`config.mk`:
```
export PLATFORM = sky130hd
export DESIGN_NAME = mec_ctrl
export DESIGN_NICKNAME = d
export VERILOG_FILES = /design/src/sv/mec_pkg.sv /design/src/sv/mec_ctrl.sv
export SDC_FILE = /design/constraint.sdc
export NUM_CORES = 1
export LEC_CHECK = 0
export ABC_AREA = 0
export BUFFER_PORTS_ARGS = -buffer_cell sky130_fd_sc_hd__buf_2
export CORE_AREA = 2 2 39 41
export DETAILED_ROUTE_END_ITERATION = 10
export DIE_AREA = 0 0 41 43
export SYNTH_ARGS = -nofsm -noshare
export SYNTH_HDL_FRONTEND = slang
export SYNTH_SLANG_ARGS = --single-unit
```
`constraint.sdc`:
```
create_clock -name clk -period 1.9 [get_ports clk]
set_clock_uncertainty 0.05 [all_clocks]
set_input_delay 0.285 -clock clk [delete_from_list [all_inputs] [get_ports clk]]
set_output_delay 0.285 -clock clk [all_outputs]
set_load 0.02 [all_outputs]
```
`src/sv/mec_pkg.sv`:
```
// ----------------------------------------------------------------------------
// mec_pkg
// Shared types and constants for the escape-time counter.
// ----------------------------------------------------------------------------
package mec_pkg;

  localparam int CFG_IDX_W = 3;
  localparam int OPND_W    = 33;
  localparam int PROD_W    = 66;

  typedef enum logic [CFG_IDX_W-1:0] {
    CFG_LIMIT  = 3'd0,
    CFG_SCALE  = 3'd1,
    CFG_OFF_RE = 3'd2,
    CFG_OFF_IM = 3'd3,
    CFG_W_RCP  = 3'd4,
    CFG_H_RCP  = 3'd5,
    CFG_ASPECT = 3'd6
  } cfg_idx_t;

  typedef struct packed {
    logic signed [31:0] scale;
    logic signed [31:0] off_re;
    logic signed [31:0] off_im;
    logic        [31:0] w_rcp;
    logic        [31:0] h_rcp;
    logic        [30:0] aspect;
  } cfg_t;

  typedef enum logic [3:0] {
    DP_NOP,
    DP_LOAD,
    DP_MAP_A,
    DP_MAP_B,
    DP_MAP_C,
    DP_MAP_D,
    DP_MAP_E,
    DP_MAP_F,
    DP_MUL,
    DP_UPD
  } dp_op_t;

  typedef struct packed {
    dp_op_t op;
  } dp_cmd_t;

  typedef struct packed {
    logic stop;
  } dp_stat_t;

  typedef enum logic [3:0] {
    ST_IDLE,
    ST_MAP_A,
    ST_MAP_B,
    ST_MAP_C,
    ST_MAP_D,
    ST_MAP_E,
    ST_MAP_F,
    ST_MUL,
    ST_UPD
  } state_t;

endpackage

```
`src/sv/mec_ctrl.sv`:
```
// ----------------------------------------------------------------------------
// mec_ctrl
// Controller: sequences the mapping steps and the multiply/update loop.
// ----------------------------------------------------------------------------
module mec_ctrl import mec_pkg::*; (
  input  logic     clk,
  input  logic     rst_n,
  input  logic     start,
  output logic     busy,
  output logic     done,
  output dp_cmd_t  cmd,
  input  dp_stat_t stat
);

  state_t state_r, state_nxt;
  logic   done_r, done_nxt;

  always_ff @(posedge clk) begin
    if (!rst_n) begin
      state_r <= ST_IDLE;
      done_r  <= 1'b0;
    end else begin
      state_r <= state_nxt;
      done_r  <= done_nxt;
    end
  end

  always_comb begin
    state_nxt = state_r;
    done_nxt  = 1'b0;
    cmd.op    = DP_NOP;
    unique case (state_r)
      ST_IDLE: begin
        if (start) begin
          cmd.op    = DP_LOAD;
          state_nxt = ST_MAP_A;
        end
      end
      ST_MAP_A: begin cmd.op = DP_MAP_A; state_nxt = ST_MAP_B; end
      ST_MAP_B: begin cmd.op = DP_MAP_B; state_nxt = ST_MAP_C; end
      ST_MAP_C: begin cmd.op = DP_MAP_C; state_nxt = ST_MAP_D; end
      ST_MAP_D: begin cmd.op = DP_MAP_D; state_nxt = ST_MAP_E; end
      ST_MAP_E: begin cmd.op = DP_MAP_E; state_nxt = ST_MAP_F; end
      ST_MAP_F: begin cmd.op = DP_MAP_F; state_nxt = ST_MUL;   end
      ST_MUL:   begin cmd.op = DP_MUL;   state_nxt = ST_UPD;   end
      ST_UPD: begin
        cmd.op = DP_UPD;
        if (stat.stop) begin
          done_nxt  = 1'b1;
          state_nxt = ST_IDLE;
        end else begin
          state_nxt = ST_MUL;
        end
      end
      default: state_nxt = ST_IDLE;
    endcase
  end

  assign busy = (state_r != ST_IDLE);
  assign done = done_r;

endmodule

```
# Word-level counts from Yosys, hierarchy flattened

Index checks and enable logic that the tools add are counted.
Widths: inputs -> output; s select.

Muxes and demuxes: 6
Equality and inequality tests: 9
Reduce and logical (&&, ||, !) cells: 3

Operators with widths:

| cell               | number |
|---|---|
| $pmux 4 s9         | 2 |
| $eq 4x3->1 const B | 4 |
| $eq 4x2->1 const B | 2 |
| $eq 4x1->1 const B | 1 |
| $eq 4x4->1 const B | 1 |
| $logic_not 4->1    | 1 |
| $mux 4             | 1 |
| $reduce_bool 4->1  | 1 |
| $mux 3             | 1 |
| $mux 1             | 2 |
| $ne 2x2->1 const B | 1 |
| $reduce_and 2->1   | 1 |

Register bits after elaboration: 5
Input port bits: 4

# Longest topological paths before layout

Word-level depth: 2
Gate-level depth with buffers: 4
Depth with buffers taken out: 3

# Worst setup path before layout

No wires, ideal clock.

Kind: register to output
Start point: register state_r[1]
End point: output cmd[0] (netlist name)
Data required time: 1.565 ns
Cell stages (with the launch flop): 4
Arrival time: 1.063 ns
Path slack: 0.502 ns
Path buffers: 1
Cells stage by stage: dfxtp_1 -> buf_2 -> o21a_1 -> nor3_1

RTL lines:

| what                   | line           | source |
|---|---|---|
| from (decl)            | mec_ctrl.sv:15 | `state_t state_r, state_nxt;` |
| from (signal assigned) | mec_ctrl.sv:23 | `state_r <= state_nxt;` |
| to (decl)              | mec_ctrl.sv:11 | `output dp_cmd_t cmd,` |

==> out/summary.txt <==
Cells traversed along the worst timing path - nor4b_2, a31o_2, buf_2
Multi-input logic area - 165 um2
Number of top-level pins - 10
Worst endpoint required time - 1.56 ns
Syn avg cell area - 8.95 um2
Classification of the worst-slack hold path - in2reg
Pins over their slew limit - 0
Top cell type's share of synthesized area - 0.339
Post-CTS setup repair buffer count - 0
Worst Path Max Fanout - 10
Clk pin slew, worst setup/hold paths - 0.04 ns
Maximum number of pins on one net before global-route repair - 12
Number of synthesized flops with an enable pin - 0
Detailed Routing Iterations Pass 1 - 2
FMAX - 583 MHz
Run status - finished, final reports clean
Starting utilization of the core area - 0.213
Classification of the worst setup path - reg2out
Share of async-settable or async-resettable flops after synthesis - 0
Most common library cell in the layout ignoring fill and taps - buf_2
Average routed wire per standard cell - 10.9 um
Worst Path Buf+Inv - 1
Layout-stage area growth over the synthesis result - 23.3%
Power density over the cells - 835 nW/um2
Least-Margin Pin Slew - 0.381 ns
Synth warn - 0
Leak Pwr - 0.183 nW
Dominant cell type by area after synthesis - dfxtp_1
Final setup violation count - 0
Leading cell types in the layout, fill and taps excluded - 9 x buf_2, 5 x dfxtp_1, 3 x clkbuf_4
Violation count after the first detailed-route iteration - 6
Number of hold buffers added after cts - 0
Crit path time final - 1.72 ns
Final core occ - 0.263
First-pass GRT wire length - 1010 um
Number of endpoints with negative hold slack in the final report - 0
Post-CTS Resized - 0
DRC errors left - 0
Number of distinct library cells after synthesis - 24
Final WL - 630 um
Num rows - 14
Largest stage delay on the critical path - 0.48 ns
Ys flop type - dfxtp_1
Final antenna diode count - 0
Cell with the biggest individual delay on the critical path - dfxtp_1
Cell type group with the largest total delay on the critical path - flip-flops
Gp weighted congestion - 0.774
CTS Sinks - 5
Maximum resistive drop on vdd - 0.000402 V
CP startpoint kind - flop
Post-Synthesis Net Count - 37
Area of the core region - 1380 um2
Leftover overflow at the end of global routing - 0
Die height - 43 um
Vias - 259
All-Layer GR Usage - 0.0914
Number of maximum-capacitance constraint violations - 0
Clock Latency Late Sink - 0.24 ns
Ratio of cells with drive above 1 in the final layout - 0.381
Input/output buffers - 9
Number of standard cells after synthesis - 33
Slew HR - 0.746
Number of nets in the final layout - 47
Width of the die - 41 um
Initial antenna violation count - 0
Final cycle utilization of the critical path - 0.903
Post-synth design cell area - 295 um2
Floorplan die area - 1760 um2
CTS tree - yes
WP data arrival - 1.38 ns
Number of H-tree levels - 1
Setup repair after global routing missed its margin - no
Synth area leaders - dfxtp_1 34%, nand2b_1 4.2%, o211ai_2 4.2%
Number of global-route vias before repair - 223
Register bit total from synthesis - 5
Fraction of the yosys area taken by sequential cells - 0.339
Sequential standard cell area - 100 um2
Clock buffer count from CTS - 3
Number of buffers on the longest clock path - 2
Cell at the root of the clock tree - clkbuf_4
Sort of element at the end of the critical path - primary output
Setup TNS - 0 ns
Vias per cell - 4.47
Post-detailed-route count of antenna-violating nets - 0
Fillers - 156
[area by class of cell]
type,instances,area share
multi-input combinational,22,0.454
inverter,2,0.0206
clock buffer,4,0.0722
sequential,5,0.275
timing repair buffer,9,0.124
tap,16,0.0550
[stage by stage]
stage               total power, W  hold WS, ns  cell area, um2  std cells  worst slack [ns]
detailed placement        0.000184        0.542             332         54             0.328
global placement          0.000184        0.534             332         54             0.385
CTS                       0.000310        0.290             358         58            0.0602
global route              0.000325        0.283             364         58            0.0653
floorplan                 0.000169        0.381             295         33             0.502
finish                    0.000304        0.288             364         58             0.184
[kinds of logic (layout without fill, tap and decap cells)]
kind of cell / count (synthesis) / count (layout) / synth area share
and+or+nand+nor: 13 / 13 / 0.288
AOI/OAI and AO/OA: 7 / 7 / 0.186
buffers and inverters: 6 / 15 / 0.123
DFF: 5 / 5 / 0.339
xor gates and xnor gates: 1 / 1 / 0.0297
muxes: 1 / 1 / 0.0339
[metal layers]
| layer | wire [um] | share of wire | track usage | vias up |
|---|---|---|---|---|
| met3 | 36 | 0.057 | 0.0628 | 0 |
| met1 | 277 | 0.44 | 0.106 | 118 |
| met4 | 0 | 0 | 0.0400 | 0 |
| met5 | 0 | 0 | 0 | - |
| met2 | 316 | 0.50 | 0.125 | 6 |
| li1 | - | - | - | 135 |
[Yosys cell counts, types with 2 or more instances]
cell and count:
dfxtp_1 5, a21oi_1 2, buf_2 2, inv_1 2
nand2b_1 2, nor3_1 2
[sequential cells by signal, summed over array words and instances, names as in the netlist]
| signal | count |
|---|---|
| state_r | 4 |
| done | 1 |
[path summary, 6_finish.rpt]
path / startpoint / endpoint / slack, ns / cells after the start
max reg2reg: state_r[2]$_SDFFE_PN0P_ / state_r[0]$_SDFFE_PN0P_ / 0.50 / 3
min: stat / done$_SDFF_PN0_ / 0.29 / 2
min reg2reg: state_r[0]$_SDFFE_PN0P_ / state_r[3]$_SDFFE_PN0P_ / 0.60 / 1
max: state_r[3]$_SDFFE_PN0P_ / cmd[3] / 0.18 / 3
[power breakdown]
| part | total [W] | internal (W) | switching [W] | leakage (nW) |
|---|---|---|---|---|
| Sequential | 0.000124 | 0.000110 | 0.0000141 | 0.0407 |
| Combinational | 0.0000583 | 0.0000251 | 0.0000332 | 0.128 |
| Clock | 0.000121 | 0.0000793 | 0.0000421 | 0.0150 |
[worst reg2reg max path: stages (launching register included)]
cell      delay (ns)
dfxtp_1         0.38
or4_4           0.56
o211ai_2        0.20
nor3_1          0.08
No activity file was read; power rests on OpenSTA's default activity.
