$ cat config.mk
export PLATFORM = sky130hd
export DESIGN_NAME = mec_cfg_regs
export DESIGN_NICKNAME = d
export VERILOG_FILES = /design/src/sv/mec_pkg.sv /design/src/sv/mec_cfg_regs.sv
export SDC_FILE = /design/constraint.sdc
export NUM_CORES = 1
export LEC_CHECK = 0
export BUFFER_PORTS_ARGS = -buffer_cell sky130_fd_sc_hd__clkbuf_2
export CAP_MARGIN = 25
export CORE_MARGIN = 8
export CORE_UTILIZATION = 54
export DETAILED_ROUTE_END_ITERATION = 6
export PLACE_DENSITY = 0.84
export RECOVER_POWER = 50
export SLEW_MARGIN = 25
export SYNTH_ARGS = -nofsm -noshare
export SYNTH_HDL_FRONTEND = slang
export SYNTH_SLANG_ARGS = --single-unit
$ cat constraint.sdc
create_clock -name clk -period 2.1 [get_ports clk]
set_input_delay 0.315 -clock clk [delete_from_list [all_inputs] [get_ports clk]]
set_output_delay 0.315 -clock clk [all_outputs]
set_load 0.005 [all_outputs]
$ cat src/sv/mec_pkg.sv
// ----------------------------------------------------------------------------
// mec_pkg
// Shared types and constants for the escape-time counter.
// ----------------------------------------------------------------------------
package mec_pkg;

  localparam int CFG_IDX_W = 3;
  localparam int OPND_W    = 33;
  localparam int PROD_W    = 66;

  typedef enum logic [CFG_IDX_W-1:0] {
    CFG_LIMIT  = 3'd0,
    CFG_SCALE  = 3'd1,
    CFG_OFF_RE = 3'd2,
    CFG_OFF_IM = 3'd3,
    CFG_W_RCP  = 3'd4,
    CFG_H_RCP  = 3'd5,
    CFG_ASPECT = 3'd6
  } cfg_idx_t;

  typedef struct packed {
    logic signed [31:0] scale;
    logic signed [31:0] off_re;
    logic signed [31:0] off_im;
    logic        [31:0] w_rcp;
    logic        [31:0] h_rcp;
    logic        [30:0] aspect;
  } cfg_t;

  typedef enum logic [3:0] {
    DP_NOP,
    DP_LOAD,
    DP_MAP_A,
    DP_MAP_B,
    DP_MAP_C,
    DP_MAP_D,
    DP_MAP_E,
    DP_MAP_F,
    DP_MUL,
    DP_UPD
  } dp_op_t;

  typedef struct packed {
    dp_op_t op;
  } dp_cmd_t;

  typedef struct packed {
    logic stop;
  } dp_stat_t;

  typedef enum logic [3:0] {
    ST_IDLE,
    ST_MAP_A,
    ST_MAP_B,
    ST_MAP_C,
    ST_MAP_D,
    ST_MAP_E,
    ST_MAP_F,
    ST_MUL,
    ST_UPD
  } state_t;

endpackage

$ cat src/sv/mec_cfg_regs.sv
// ----------------------------------------------------------------------------
// mec_cfg_regs
// Configuration register file, one write beat per register.
// ----------------------------------------------------------------------------
module mec_cfg_regs import mec_pkg::*; #(
  parameter int COUNT_BITS = 16
) (
  input  logic                  clk,
  input  logic                  rst_n,
  input  logic                  wr_en,
  input  logic [CFG_IDX_W-1:0]  wr_idx,
  input  logic [31:0]           wr_data,
  output logic [COUNT_BITS-1:0] limit,
  output cfg_t                  cfg
);

  logic [COUNT_BITS-1:0] limit_r;
  cfg_t                  cfg_r;

  always_ff @(posedge clk) begin
    if (!rst_n) begin
      limit_r       <= COUNT_BITS'(256);
      cfg_r.scale   <= 32'sd805306368;
      cfg_r.off_re  <= '0;
      cfg_r.off_im  <= '0;
      cfg_r.w_rcp   <= 32'd4194304;
      cfg_r.h_rcp   <= 32'd4194304;
      cfg_r.aspect  <= 31'd268435456;
    end else if (wr_en) begin
      unique case (wr_idx)
        CFG_LIMIT:  limit_r      <= COUNT_BITS'(wr_data[15:0]);
        CFG_SCALE:  cfg_r.scale  <= wr_data;
        CFG_OFF_RE: cfg_r.off_re <= wr_data;
        CFG_OFF_IM: cfg_r.off_im <= wr_data;
        CFG_W_RCP:  cfg_r.w_rcp  <= wr_data;
        CFG_H_RCP:  cfg_r.h_rcp  <= wr_data;
        CFG_ASPECT: cfg_r.aspect <= wr_data[30:0];
        default: ;
      endcase
    end
  end

  assign limit = limit_r;
  assign cfg   = cfg_r;

endmodule

After elaboration in Yosys (flattened, before gate mapping)
Cells that the tools add are included.
- flip-flop bits (word level): 207
- input bits: 38
- output and inout port bits: 207
- logic and storage cells: 21
- equal/unequal tests: 6
- reduce and logical (&&, ||, !) cells: 8
- operators with widths (operator ; count):
    $reduce_and 2->1 ; 7
    $eq 3x3->1 const B ; 3
    $eq 3x2->1 const B ; 2
    $eq 3x1->1 const B ; 1
    $logic_not 3->1 ; 1

Longest topological paths before layout
Gate-level depths: netlist (run 1).
- depth in word-level cells: 2
- gate-level depth with buffers: 5

Worst setup path before layout (run 1)
OpenSTA, ideal clock, no wires.
- kind: input -> register
- start: input port wr_en
- end: register limit_r[0] (netlist: limit[0])
- library setup time: 124 ps
- arrival: 1298 ps
- required time: 1976 ps
- setup slack: 678 ps
- stages on the path: 5
- path through: buf_2 -> or4b_1 -> buf_4 -> buf_6 -> mux2i_1
- word-level cells in the longest chain between the ends: 1
- ends and longest elaborated chain (item ; line ; text):
    start: declaration ; mec_cfg_regs.sv:10 ; input logic wr_en,
    $reduce_and 2->1 (no source line) ; -- ;
    end signal: assignment ; mec_cfg_regs.sv:31 ; CFG_LIMIT: limit_r <= COUNT_BITS'(wr_data[15:0]);
    end: declaration ; mec_cfg_regs.sv:17 ; logic [COUNT_BITS-1:0] limit_r;
Every way passes these cells.
A chain may end at the register's enable or synchronous reset.

Worst setup path in the final report (run 1)
- start: input port wr_en
- end: register cfg_r, in the netlist cfg[113]
- word-level cells in the longest chain between the ends: 1
- ends and longest elaborated chain (item ; line ; text):
    $reduce_and 2->1 (no source line) ; -- ;
    end: declaration ; mec_cfg_regs.sv:18 ; cfg_t cfg_r;
Every way passes these cells.

==> results.toml, run 1 <==
[placement]
port_buffers = 244
hpwl_um = 14600
pre_cts_ws_ps = 447
place_congestion = 0.796

[setup_path]
critPathRequiredTime_ps = 2490
start_kind = "input port"
cpMostUsedCell = "clkbuf_1"
slowest_delay_ps = 970
end_kind = "flop"
critical_path_class = "input port to flop"
ff2ff_path_depth = 2
worstPathArrival_ps = 1940
cp_slowest_cell = "clkbuf_1"
critPathMaxFanout = 15
path_cells = "clkbuf_1, nand4b_1, clkbuf_1, mux2i_1"

[yosys]
ys_warn_count = 0
ys_types = 13
ys_seq_area_share_pct = 55.6
synth_area_per_cell_um2 = 10.4
synth_area_leaders = "dfxtp_1 56%, mux2i_1 28%, nand2_1 12%, buf_2 1.3%, clkbuf_1 1.2%"
synth_top_area_share_pct = 55.6
synth_area_um2 = 7460
yosysTopAreaCell = "dfxtp_1"
yosys_register_bits = 207
synth.net_count = 753
synth_cells = 715

[hold_path]
min_path_type = "input port to flop"
hold_depth = 3

[run_status]
outcome = "finished clean"

[detailed_routing]
via_per_inst = 5.13
drcViolationCount = 0
dr_wl_met3_um = 1610
drt.antenna.violating_nets = 0
wl_met2_um = 10000
top_layer = "met4"
initialDrtViolationCount = 317
wire_per_inst_um = 17.8
wirelength_um = 20400
dr.pass1.iters = 5
vias = 5878
wl_met1_um = 8190

[finish]
fillers = 1046
nNetsFinal = 990
layout_common_cells = "244 x clkbuf_2, 233 x nand2_1, 207 x mux2i_1, 207 x dfxtp_1, 21 x clkbuf_16"
n_antenna_cell = 0
register_area_um2 = 4140
multi_input_area_um2 = 3130
mostFrequentLayoutCell = "clkbuf_2"
area_growth_pct = 28.9
final_layout_size_suffix_gt1_share_pct = 30.7

[power_and_ir_drop]
ir_drop_mv = 0.542
power_frac_comb_pct = 6.2
p_per_area_nw_per_um2 = 855
p_seq_share_pct = 49.5
p_int_uw = 6390
p_sw_uw = 1820
swShare_pct = 22.2
p_clk_share_pct = 44.4
p_leak_uw = 0.00522

[floorplan]
start_util_pct = 54.6
dieArea_um2 = 17800
core_um2 = 13700
die_w_um = 134
fp.dieH_um = 134
io_pins = 245
rows = 43

[sta]
timing.fmax_mhz = 643
tightestPinTransition_ps = 1320
drv_slew = 0
post-route-min-period_ps = 1550
setup_viol_count_final = 0
finalWorstSetupSlack_ps = 545
maxSlewHeadroom_pct = 12.3
final-hold-violation-count = 0
rsz0062_at_grt = "false"
finalCritPeriodShare_pct = 74.0
finalClockSkew_ps = 0
finalSetupTns_ps = 0

[global_route]
grt_pass1_wl_um = 31500
grt-ovfl-total = 0
grt.total_usage_pct = 21.7
antenna_found_initial = 0
grt_max_degree = 50
grt_pass1_vias = 5911

[cts]
clock_latency_ps = 480
cts_resized = 0
root_buffer = "clkbuf_16"
post_cts_buffers = 0
cts_tree = "done"
cts_max_level = 1
clock_path_buffers = 3
clkTransAtPathRegs_ps = 60
clkSinkCount = 207
cts_hold_buf = 0
cts_buffers = 21

[run]
drv_cap = 0
==> flip-flops by register name, summed over array words and instances, names as in the netlist <==
signal / count
limit: 16
cfg: 191
==> per-layer routing <==
| layer | vias to the layer above | GRT usage [%] |
|---|---|---|
| li1 | 2850 | - |
| met1 | 2809 | 24.0 |
| met2 | 186 | 38.1 |
| met3 | 33 | 7.23 |
| met4 | 0 | 7.17 |
| met5 | - | 0 |
==> layout make-up <==
cell class              instances  area share, %
repair buffers                265           14.9
flip-flops and latches        207           43.1
well taps                     180           2.34
clock buffers                  29           6.40
multi-input cells             457           32.5
clock inverters                 8          0.742
==> cell usage after synthesis, drive strengths merged <==
cell	instances
mux2i	207
clkbuf	24
nor4bb	1
nor2b	10
buf	27
nand4bb	2
nand2	233
or4b	1
nand4b	3
dfxtp	207
==> kinds of logic after synthesis <==
family,Yosys count,share of synthesized area (%)
flip-flops,207,55.6
multiplexers,207,27.8
buffers and inverters,51,3.19
AND/OR/NAND/NOR,250,13.5
==> metrics by stage <==
stage | utilization [%] | power, uW | hold slack (ps) | cell area (um2) | std cells
2_1_floorplan | - | 4410 | 451 | 7460 | 715
3_3_place_gp | 65.6 | 4650 | 442 | 8970 | 1109
3_5_place_dp | 65.6 | 4660 | 448 | 8970 | 1109
4_1_cts | 70.6 | 8280 | 103 | 9650 | 1146
5_1_grt | 70.3 | 8480 | 121 | 9610 | 1146
6_report | 70.3 | 8220 | 109 | 9610 | 1146
==> power groups by stage <==
stage / Combinational [uW] / Clock (uW) / Sequential [uW]
after floorplan: 263 / 0 / 4150
after global placement: 508 / 0 / 4150
after detailed placement: 516 / 0 / 4150
after CTS: 518 / 3700 / 4060
after global routing: 551 / 3860 / 4070
final: 507 / 3650 / 4060
==> critical path, delay by kind of cell <==
kind	cells	cell delay, ps
buffers and inverters	2	1160
muxes	1	280
and+or+nand+nor	1	160
==> path summary, 6_finish.rpt <==
| check | startpoint | endpoint | slack, ps |
|---|---|---|---|
| worst max-delay path | wr_en | cfg[113] | 550 |
| worst min-delay path | wr_data[29] | cfg[188] | 110 |
| worst max register to register | cfg[131] | cfg[131] | 1420 |
| worst min register to register | cfg[189] | cfg[189] | 460 |
No activity file was read; power rests on OpenSTA's default activity.
==> run 2, diff against run 1 <==
--- a/config.mk
+++ b/config.mk
@@ -5,12 +5,13 @@
 export SDC_FILE = /design/constraint.sdc
 export NUM_CORES = 1
 export LEC_CHECK = 0
+export ABC_AREA = 1
 export BUFFER_PORTS_ARGS = -buffer_cell sky130_fd_sc_hd__clkbuf_2
 export CAP_MARGIN = 25
 export CORE_MARGIN = 8
-export CORE_UTILIZATION = 54
+export CORE_UTILIZATION = 47
 export DETAILED_ROUTE_END_ITERATION = 6
-export PLACE_DENSITY = 0.84
+export PLACE_DENSITY = 0.77
 export RECOVER_POWER = 50
 export SLEW_MARGIN = 25
 export SYNTH_ARGS = -nofsm -noshare
==> constraint.sdc (replaced) <==
create_clock -name clk -period 1.3 [get_ports clk]
set_input_delay 0.195 -clock clk [delete_from_list [all_inputs] [get_ports clk]]
set_output_delay 0.195 -clock clk [all_outputs]
set_load 0.005 [all_outputs]
==> results.toml, run 2 <==
[yosys]
yosysMostFrequentCell = "nor2_1"
ys_types = 15
yosys_register_bits = 207
synth_edf_count = 0
async_flop_share_pct = 0
ys_top_cells_by_count = "404 x nor2_1, 216 x nand2_1, 207 x dfxtp_1, 207 x nand3_1, 46 x buf_2"
synth_area_um2 = 8250
ys_warn_count = 0
synth_top_area_share_pct = 50.2
ys.flop_type = "dfxtp_1"
synth_area_per_cell_um2 = 7.05
ys_seq_area_share_pct = 50.2
yosysTopAreaCell = "dfxtp_1"
synth_cells = 1170
synth.net_count = 1208
synth_area_leaders = "dfxtp_1 50%, nor2_1 18%, nand3_1 13%, nand2_1 9.8%, buf_2 2.8%"

[floorplan]
die_w_um = 149
core_um2 = 17200
start_util_pct = 47.9
rows = 48
dieArea_um2 = 22100
fp.dieH_um = 149
io_pins = 245

[detailed_routing]
drt.antenna.violating_nets = 0
wirelength_um = 27000
vias = 8312
drcViolationCount = 0
via_per_inst = 5.09
wire_per_inst_um = 16.5
initialDrtViolationCount = 559
dr.pass1.iters = 5

[setup_path]
critPathRequiredTime_ps = 1680
start_kind = "input port"
cpMostUsedCell = "dlygate4sd3_1"
critical_path_class = "input port to flop"
slowest_delay_ps = 560
path_cells = "dlygate4sd3_1, buf_6, nand3_1, dlygate4sd3_1"
cp_slowest_cell = "dlygate4sd3_1"
critPathMaxFanout = 20
worstPathArrival_ps = 1610
end_kind = "flop"

[cts]
clock_path_buffers = 3
clock_latency_ps = 490
clkTransAtPathRegs_ps = 60
cts_max_level = 1
root_buffer = "clkbuf_16"
cts_tree = "done"
post_cts_buffers = 0
cts_buffers = 22
clkSinkCount = 207

[power_and_ir_drop]
p_per_area_nw_per_um2 = 1370
ir_drop_mv = 0.980
p_leak_uw = 0.00503

[placement]
port_buffers = 244
hpwl_um = 18600
place_congestion = 0.840
placed_area_um2 = 9830

[global_route]
grt-ovfl-total = 0
antenna_found_initial = 0
grt_max_degree = 66
grt_pass1_wl_um = 42300
grt_pass1_vias = 7767
grt.total_usage_pct = 23.5

[run_status]
outcome = "finished clean"

[run]
drv_cap = 0

[sta]
maxSlewHeadroom_pct = 46.4
post-route-min-period_ps = 1230
finalCritPeriodShare_pct = 94.7
finalClockSkew_ps = 0
finalSetupTns_ps = 0
rsz0062_at_grt = "false"
drv_slew = 0
setup_viol_count_final = 0
timing.fmax_mhz = 812
tightestPinTransition_ps = 804
final-hold-violation-count = 0
worst_hold_slack_ps = 146

[finish]
register_area_um2 = 4140
n_antenna_cell = 0
final_area_um2 = 10500
layout_common_cells = "404 x nor2_1, 248 x clkbuf_2, 216 x nand2_1"
nNetsFinal = 1432
largest_register_ffs = 191
area_growth_pct = 27.6
multi_input_area_um2 = 3490
final_layout_size_suffix_gt1_share_pct = 23.2
fillers = 1543
mostFrequentLayoutCell = "nor2_1"

[hold_path]
min_path_type = "input port to flop"
-- run 2: cell types whose count changed after synthesis, sizes merged, moves of 3 or more --
cell    previous run  this run
buf               27        77
nand2            233       218
clkbuf            24         7
nor2               0       413
nand4b             3         0
nand3              0       207
inv                0        38
mux2i            207         0
nor2b             10         0
o21ai              0         3
-- run 2: cell families (layout without fill, tap and decap cells) --
group	after synthesis	in the layout	share of synthesized area [%]
DFF	207	207	50.2
AOI/OAI and AO/OA	3	3	0.182
buffers and inverters	122	361	7.61
and+or+nand+nor	838	838	42.0
-- run 2: final timing paths --
check	start	endpoint	slack (ps)	depth (start not counted)
max reg2reg	cfg[85]	cfg[85]	170	3
max	rst_n	cfg[85]	70	4
min	wr_data[24]	cfg[87]	150	5
min reg2reg	cfg[175]	cfg[175]	480	2
-- run 2: per-layer routing --
metal,GRT usage (%),vias up,share of wire [%]
met1,30.1,3764,41
met5,0,-,0
li1,-,4092,-
met4,7.24,0,2.3
met3,6.62,46,11
met2,37.8,410,47
-- run 2: stage by stage --
stage                     total power, uW  std cells  utilization, %  setup slack [ps]
after global placement               8330       1589            57.0               114
final                               14400       1634            61.1              69.1
after detailed placement             8360       1589            57.0              39.5
after floorplan                      7690       1170               -               297
after CTS                           14600       1634            61.6              57.8
after global routing                15000       1634            61.1              16.6
-- run 2: cell type report --
type	instances	area share [%]
sequential	207	39.3
multi-input combinational	841	33.1
timing repair buffer	284	16.6
clock buffer	31	6.22
tap	225	2.67
inverter	38	1.35
clock inverter	8	0.641
-- run 2: critical path, delay by kind of cell --
kind | cells | cell delay [ps]
and+or+nand+nor | 1 | 100
buffers and inverters | 3 | 1310
-- run 2: where the power goes --
group	switching, uW	internal (uW)	leakage [uW]
logic	963	565	0.00298
registers	128	6570	0.00168
clock network	2510	3700	0.000361
-- run 2: timing repair --
item,4_1_cts,5_1_grt
resized for setup,0,1
setup endpoints to repair,0,1
hold buffers,6,0
hold endpoints to repair,6,0
==> run 3, diff against run 2 <==
==> constraint.sdc (replaced) <==
create_clock -name clk -period 1.3 [get_ports clk]
set_input_delay 0.26 -clock clk [delete_from_list [all_inputs] [get_ports clk]]
set_output_delay 0.26 -clock clk [all_outputs]
set_load 0.005 [all_outputs]
==> results.toml, run 3 (synthesis gave the netlist of run 2 again) <==
[finish]
n_antenna_cell = 0
nNetsFinal = 1437
fillers = 1571
final_area_um2 = 10600
multi_input_area_um2 = 3470
final_layout_size_suffix_gt1_share_pct = 23.1
mostFrequentLayoutCell = "nor2_1"
layout_common_cells = "406 x nor2_1, 246 x clkbuf_2, 216 x nand2_1"
final_cells = 1639
area_growth_pct = 28.2
largest_register_ffs = 191
register_area_um2 = 4140

[cts]
clock_path_buffers = 3
cts_tree = "done"
clkSinkCount = 207
clkTransAtPathRegs_ps = 60
cts_max_level = 1
cts_buffers = 22
root_buffer = "clkbuf_16"
post_cts_buffers = 0
clock_latency_ps = 490

[floorplan]
dieArea_um2 = 22100
rows = 48
io_pins = 245
die_w_um = 149
core_um2 = 17200
start_util_pct = 47.9
fp.dieH_um = 149

[setup_path]
worstPathArrival_ps = 1000
r2r_setup_slack_ps = 690
path_cells = "clkbuf_2"
crit_buf_inv = 1
critPathRequiredTime_ps = 1040
cp_slowest_cell = "dfxtp_1"
critical_path_class = "flop to output port"
start_kind = "flop"
slowest_delay_ps = 370
crit_family = "flip-flops"
critPathMaxFanout = 2
end_kind = "output port"

[power_and_ir_drop]
p_leak_uw = 0.00506
p_clk_share_pct = 42.9
p_per_area_nw_per_um2 = 1360
power_uw = 14400
power_frac_comb_pct = 10.7
p_int_uw = 10900
ir_drop_mv = 0.830
p_seq_share_pct = 46.5
p_sw_uw = 3540
swShare_pct = 24.5

[global_route]
grt.total_usage_pct = 23.6
grt_pass1_vias = 7788
antenna_found_initial = 0
grt_max_degree = 56
grt-ovfl-total = 0
grt_pass1_wl_um = 42500

[placement]
port_buffers = 244
pre_cts_ws_ps = -23.3
dpl.cell_count = 1597
hpwl_um = 18900
placed_area_um2 = 9940
place_congestion = 0.842

[run]
drv_cap = 0

[hold_path]
min_path_type = "input port to flop"

[detailed_routing]
via_per_inst = 5.05
initialDrtViolationCount = 628
vias = 8276
wirelength_um = 26600
drcViolationCount = 0
drt.antenna.violating_nets = 0
wire_per_inst_um = 16.2
dr.pass1.iters = 5

[sta]
drv_slew = 0
timing.fmax_mhz = 793
finalCritPeriodShare_pct = 97.0
worst_hold_slack_ps = 47.8
post-route-min-period_ps = 1260
maxSlewHeadroom_pct = 64.6
rsz0062_at_grt = "false"
tightestPinTransition_ps = 531
setup_viol_count_final = 0
finalWorstSetupSlack_ps = 38.8
finalClockSkew_ps = 0
final-hold-violation-count = 0

[run_status]
outcome = "finished clean"
run 3: worst min-delay path, delay by kind of cell:
kind	cells	cell delay, ps
buffers and inverters	1	130
AND/OR/NAND/NOR	2	120
run 3: repair_timing:
item	4_1_cts	5_1_grt
resized for setup	0	0
hold buffers	3	0
hold endpoints to repair	3	0
run 3: power by group through the flow:
stage                     clock (uW)  combinational [uW]  sequential (uW)
after floorplan                    0                 860             6830
after global placement             0                1540             6820
after detailed placement           0                1560             6830
after CTS                       6280                1580             6690
after global routing            6550                1710             6720
final                           6180                1540             6700
run 3: final timing paths:
check	from	endpoint	cells after the start
max reg2reg	cfg[1]	cfg[1]	2
min reg2reg	cfg[188]	cfg[188]	2
max	cfg[181]	cfg[181]	1
min	wr_data[28]	cfg[187]	3
run 3: cell type report:
class	count	area share, %
clock buffers	35	6.34
clock inverters	4	0.426
inverters	38	1.35
multi-input cells	841	32.8
flip-flops and latches	207	39.2
well taps	225	2.66
repair buffers	289	17.3
run 3: per-stage QoR:
| stage | setup TNS (ps) | util, % |
|---|---|---|
| after global placement | 0 | 57.7 |
| after detailed placement | -90.6 | 57.7 |
| final | 0 | 61.4 |
| after CTS | 0 | 62.0 |
| after floorplan | 0 | - |
| after global routing | 0 | 61.4 |
run 3: metal layers:
layer  global-route usage [%]  share of wire, %  routed length [um]  up-vias
met4                     6.27               2.2                 590        0
met1                     30.6                41               10900     3746
li1                         -                 -                   -     4112
met5                        0                 0                   0        -
met3                     5.99                10                2730       48
met2                     38.1                47               12400      370
